--- config.mk ---
export PLATFORM = sky130hd
export DESIGN_NAME = swf_pressure
export DESIGN_NICKNAME = d
export VERILOG_FILES = /design/src/rtl/swf_pkg.sv /design/src/rtl/swf_pressure.sv
export SDC_FILE = /design/constraint.sdc
export NUM_CORES = 2
export LEC_CHECK = 0
export BUFFER_PORTS_ARGS = -buffer_cell sky130_fd_sc_hd__buf_2
export CAP_MARGIN = 20
export CORE_MARGIN = 2
export CORE_UTILIZATION = 31
export CTS_CLUSTER_SIZE = 20
export DETAILED_ROUTE_END_ITERATION = 16
export GPL_TIMING_DRIVEN = 0
export HOLD_SLACK_MARGIN = 0.08
export SETUP_SLACK_MARGIN = 0.05
export SYNTH_ARGS = -nofsm -noshare
export SYNTH_HDL_FRONTEND = slang
export SYNTH_SLANG_ARGS = --single-unit
--- constraint.sdc ---
create_clock -name i_clk -period 12.1 [get_ports i_clk]
set_input_delay 1.815 -clock i_clk [delete_from_list [all_inputs] [get_ports i_clk]]
set_output_delay 1.815 -clock i_clk [all_outputs]
set_load 0.02 [all_outputs]
--- src/rtl/swf_pkg.sv ---
// shared constants, codes and payload types for the 1d shallow-water nodal flux block
`timescale 1ns / 1ps
package swf_pkg;

    localparam int DATA_W    = 32;
    localparam int FRAC_W    = 16;
    localparam int THR_W     = DATA_W - 1;
    localparam int CFG_IDX_W = 1;

    // pipeline depths: divider has a setup stage plus one stage per quotient bit
    localparam int DIV_LAT    = DATA_W + 1;
    localparam int PRES_LAT   = 4;
    localparam int PRES_DLY   = DIV_LAT - PRES_LAT;
    localparam int LAT_CYCLES = DATA_W + 4;

    localparam logic [THR_W-1:0] WET_THR_RST = THR_W'(66);
    localparam logic [THR_W-1:0] GRAVITY_RST = THR_W'(642908);

    localparam logic [CFG_IDX_W-1:0] CFG_WET_THR = CFG_IDX_W'(0);
    localparam logic [CFG_IDX_W-1:0] CFG_GRAVITY = CFG_IDX_W'(1);

    localparam logic [1:0] MODE_WET   = 2'd0;
    localparam logic [1:0] MODE_FLOOD = 2'd1;
    localparam logic [1:0] MODE_DRY   = 2'd2;

    localparam logic signed [DATA_W-1:0] SMAX = {1'b0, {(DATA_W-1){1'b1}}};
    localparam logic signed [DATA_W-1:0] SMIN = {1'b1, {(DATA_W-1){1'b0}}};

    typedef struct packed {
        logic [1:0]               mode;
        logic signed [DATA_W-1:0] depth;
        logic signed [DATA_W-1:0] discharge;
        logic signed [DATA_W-1:0] bed_level;
    } t_in_item;

    typedef struct packed {
        logic signed [DATA_W-1:0] mass_flux;
        logic signed [DATA_W-1:0] momentum_flux;
    } t_out_item;

    // per-node control that rides along the divider pipeline
    typedef struct packed {
        logic [1:0]               mode;
        logic signed [DATA_W-1:0] discharge;
        logic                     wet;
    } t_side;

endpackage

--- src/rtl/swf_pressure.sv ---
// pressure term pipeline: 0.5*g*(h*h - z*z) with saturation, four register stages
`timescale 1ns / 1ps
module swf_pressure (
    input  logic                               i_clk,
    input  logic [2*swf_pkg::DATA_W-1:0]       i_hh,
    input  logic [2*swf_pkg::DATA_W-1:0]       i_zz,
    input  logic [swf_pkg::DATA_W-2:0]         i_gravity,
    output logic signed [swf_pkg::DATA_W-1:0]  o_press
);

    localparam int W = swf_pkg::DATA_W;
    localparam int F = swf_pkg::FRAC_W;

    logic [2*W-F-1:0] hsh;
    logic [2*W-F-1:0] zsh;
    logic [W-2:0]     hs;
    logic [W-2:0]     zs;

    logic [W-2:0]     r_hs;
    logic [W-2:0]     r_zs;
    logic [W-2:0]     r_g1;

    logic             neg2;
    logic [W-2:0]     mag2;
    logic             r_neg2;
    logic [W-2:0]     r_mag2;
    logic [W-2:0]     r_g2;

    logic             r_neg3;
    logic [2*W-3:0]   r_prod3;

    logic [2*W-F-4:0]          sh;
    logic                      big;
    logic signed [W-1:0]       press;
    logic signed [W-1:0]       r_press;

    // stage 1: drop fraction bits, clamp each square
    assign hsh = i_hh[2*W-1:F];
    assign zsh = i_zz[2*W-1:F];
    assign hs  = (|hsh[2*W-F-1:W-1]) ? '1 : hsh[W-2:0];
    assign zs  = (|zsh[2*W-F-1:W-1]) ? '1 : zsh[W-2:0];

    // stage 2: signed difference as sign and magnitude
    assign neg2 = r_zs > r_hs;
    assign mag2 = neg2 ? (r_zs - r_hs) : (r_hs - r_zs);

    // stage 4: shift by fraction plus one for the half, clamp with sign
    assign sh  = r_prod3[2*W-3:F+1];
    assign big = |sh[2*W-F-4:W-1];

    always_comb begin
        if (r_neg3) begin
            press = big ? swf_pkg::SMIN : (~{1'b0, sh[W-2:0]} + 1'b1);
        end else begin
            press = big ? swf_pkg::SMAX : {1'b0, sh[W-2:0]};
        end
    end

    always_ff @(posedge i_clk) begin
        r_hs    <= hs;
        r_zs    <= zs;
        r_g1    <= i_gravity;
        r_neg2  <= neg2;
        r_mag2  <= mag2;
        r_g2    <= r_g1;
        r_neg3  <= r_neg2;
        r_prod3 <= r_g2 * r_mag2;
        r_press <= press;
    end

    assign o_press = r_press;

endmodule

==> impl_metrics.py <==
metrics = {
    "run_status": {
        "status": "complete, no violations",
    },
    "floorplanning": {
        "die_h_um": 362,
        "die_w_um": 362,
        "ios": 192,
        "rows": 131,
        "die-area_um2": 131000,
        "core_um2": 128000,
        "start_util_pct": 31.2,
    },
    "logic_synthesis": {
        "synth_commonest_cells": "inv_1 (862), fa_1 (838), nand2_1 (535), and2_1 (503), ha_1 (314)",
        "synth-edff-count": 0,
        "ys_top_cells_by_area": "fa_1 (42%), dfxtp_1 (12%), ha_1 (9.9%), inv_1 (8.1%), and2_1 (7.9%)",
        "synth.distinct_cells": 66,
        "synth_nets": 5633,
        "ys_ff_latch": 234,
        "yosysMostFrequentCell": "inv_1",
        "synthesis.area_um2": 39800,
        "synth_warnings": 0,
        "synthArstFlopShare_pct": 0,
        "yosysSeqAreaShare_pct": 11.8,
        "synth_ff_type": "dfxtp_1",
        "syn_inst": 4321,
        "synth.top_cell.area_share_pct": 42.2,
        "yosysTopAreaCell": "fa_1",
        "syn_avg_cell_area_um2": 9.20,
    },
    "final_layout": {
        "syn_to_final_growth_pct": 10.1,
        "fin_area_um2": 43800,
        "fin_nets": 5827,
        "drive_gt1_share_pct": 5.13,
    },
    "global_route": {
        "grt_pass1_wl_mm": 203,
        "grt_usage_pct": 20.8,
        "grt_antenna_before_repair": 21,
        "grt_pass1_vias": 32100,
        "overflow": 0,
        "grt_max_degree": 16,
    },
    "sta": {
        "fin_crit_ns": 9.75,
        "setup-violations-final": 0,
        "rsz0062_at_grt": "no",
        "clock-skew-final_ns": 0.0430,
        "tightestPinTransition_ns": 1.20,
        "final.setup.tns_ns": 0,
        "worst_slack_ns": 2.35,
        "finalMaxSlewViolations": 0,
        "slew_headroom_pct": 19.7,
        "hold_violations": 0,
        "finalCritPeriodShare_pct": 80.6,
        "fmax_ghz": 0.103,
    },
    "cts": {
        "clock-root-buffer": "clkbuf_16",
        "cts_tree": "yes",
        "ctsHoldBuffers": 0,
        "clkLatencyLatePin_ns": 0.63,
        "postCtsResizedCells": 0,
        "path_clk_slew_ns": 0.06,
        "cts_max_path_buffers": 3,
        "clock_sinks": 234,
        "h-tree-depth": 1,
        "cts_buffers": 30,
        "cts_setup_buffers": 0,
    },
    "route": {
        "wl_mm": 136,
        "route.detailed.drc": 0,
        "num_vias": 30700,
        "wire_per_inst_um": 21.9,
        "viasPerCell": 4.94,
        "ant_nets": 0,
        "first_pass_iters": 6,
        "drt_iter0_drc": 2488,
    },
    "worst_setup_path": {
        "cp_common_cell": "fa_1",
        "critPathMaxFanout": 10,
        "cp-start-kind": "flop",
        "worstPathCellList": "clkbuf_1 -> and2_1 -> fa_1 -> fa_1 -> fa_1 -> inv_1 -> fa_1 -> inv_1 -> fa_1 -> inv_1 -> fa_1 -> inv_1 -> fa_1 -> fa_1 -> ha_1 -> clkbuf_1 -> a21oi_1 -> o21ai_0 -> or4b_1 -> a311oi_1 -> nand2_1 -> a21oi_1 -> o21bai_1 -> xor2_1",
        "endpoint_kind": "flop",
        "worstSetupPathType": "reg2reg",
        "worst-path-buf-inv": 6,
        "slowest_delay_ns": 0.86,
        "critical_path_arrival_ns": 10.21,
        "cp.required_ns": 12.55,
        "crit_family": "adder cells",
        "crit_slowest_cell": "clkbuf_1",
    },
    "pwr": {
        "power_leakage_nw": 22.5,
        "p_per_area_nw_per_um2": 43.9,
        "total_power_mw": 1.92,
        "ir_drop_uv": 104,
    },
    "placement": {
        "post-place-ws_ns": 2.55,
        "placed_cell_area_um2": 42700,
        "gp_congestion": 1.00,
        "portBuffers": 159,
        "dp.final_hpwl_mm": 114,
    },
    "hold_path": {
        "worstHoldPathType": "reg2reg",
    },
    "flow_run": {
        "maxCapViolCount": 0,
    },
}
==> state kept, by name (all words and copies together), names as in the netlist <==
register,count
r_g2,31
r_hs,31
o_press,32
r_g1,31
r_mag2,31
r_neg2,1
r_prod3,45
r_zs,31
r_neg3,1
==> final cells by class <==
cell class,instances,area [um^2]
Clock inverter,15,238
Timing Repair Buffer,162,827
Clock buffer,40,868
Inverter,862,3240
Antenna cell,7,17.5
Fill cell,13200,83700
Tap cell,1662,2080
Sequential cell,234,4680
Multi-Input combinational cell,2989,31000
Buffer,236,891
==> through the flow <==
| step | instances | hold WS, ns | utilization [%] |
|---|---|---|---|
| 5_1_grt | 6205 | 0.327 | 34.3 |
| 3_3_place_gp | 6142 | 0.312 | 33.4 |
| 6_report | 6207 | 0.324 | 34.3 |
| 3_5_place_dp | 6144 | 0.312 | 33.5 |
| 2_1_floorplan | 4321 | 0.310 | - |
| 4_1_cts | 6199 | 0.327 | 34.3 |
==> cells in the final DEF, fill, tap and decap left out, types with 4 or more instances in the layout <==
cell	instances
o31ai_1	7
a21oi_1	125
xnor2_1	50
or4_1	6
nand2b_1	72
a21boi_0	4
xor2_1	48
a31oi_1	21
o22ai_1	8
a311oi_1	6
or3_1	8
mux2i_1	10
o21a_1	11
nor4_1	16
nand4_1	22
ha_1	314
a21o_1	60
bufinv_16	5
fa_1	838
o21bai_1	18
and3_1	13
and2_1	503
a211oi_1	13
clkbuf_8	8
nor3_1	19
o21ai_0	64
clkbuf_1	232
buf_2	164
nor2b_1	21
dfxtp_1	234
nor2_1	94
diode_2	7
clkbuf_16	30
nand2_1	535
nand3_1	21
inv_1	862
o211ai_1	6
clkinv_2	4
==> where the power goes <==
group	switching (mW)	internal (mW)	total (mW)	leakage (nW)
Combinational	0.108	0.0316	0.140	20.0
Clock	0.374	0.613	0.987	0.550
Sequential	0.0122	0.784	0.797	1.91
==> worst paths after layout <==
| kind | slack (ns) | start | cells after the start | to |
|---|---|---|---|---|
| worst max-delay path | 2.35 | r_g2[10]$_DFF_P_ | 24 | r_prod3[46]$_DFF_P_ |
| worst min-delay path | 0.32 | r_g1[21]$_DFF_P_ | 0 | r_g2[21]$_DFF_P_ |
| worst max register to register | 2.35 | r_g2[10]$_DFF_P_ | 24 | r_prod3[46]$_DFF_P_ |
| worst min register to register | 0.32 | r_g1[21]$_DFF_P_ | 0 | r_g2[21]$_DFF_P_ |
==> per-layer routing <==
| layer | vias up | wire length (um) | track usage, % |
|---|---|---|---|
| met5 | - | 122 | 0 |
| met4 | 16 | 8100 | 10.1 |
| li1 | 13300 | - | - |
| met2 | 1379 | 60500 | 32.7 |
| met3 | 354 | 12600 | 4.78 |
| met1 | 15600 | 54800 | 27.0 |
==> logic make-up after synthesis <==
kind of cell / after synthesis / synth area share (%)
xor+xnor: 98 / 2.16
mux: 10 / 0.252
simple gates: 1343 / 17.1
compound gates: 386 / 6.24
flops: 234 / 11.8
buf+inv: 1098 / 10.4
fa+ha+maj: 1152 / 52.1
Power figures use the tool's default switching activity.
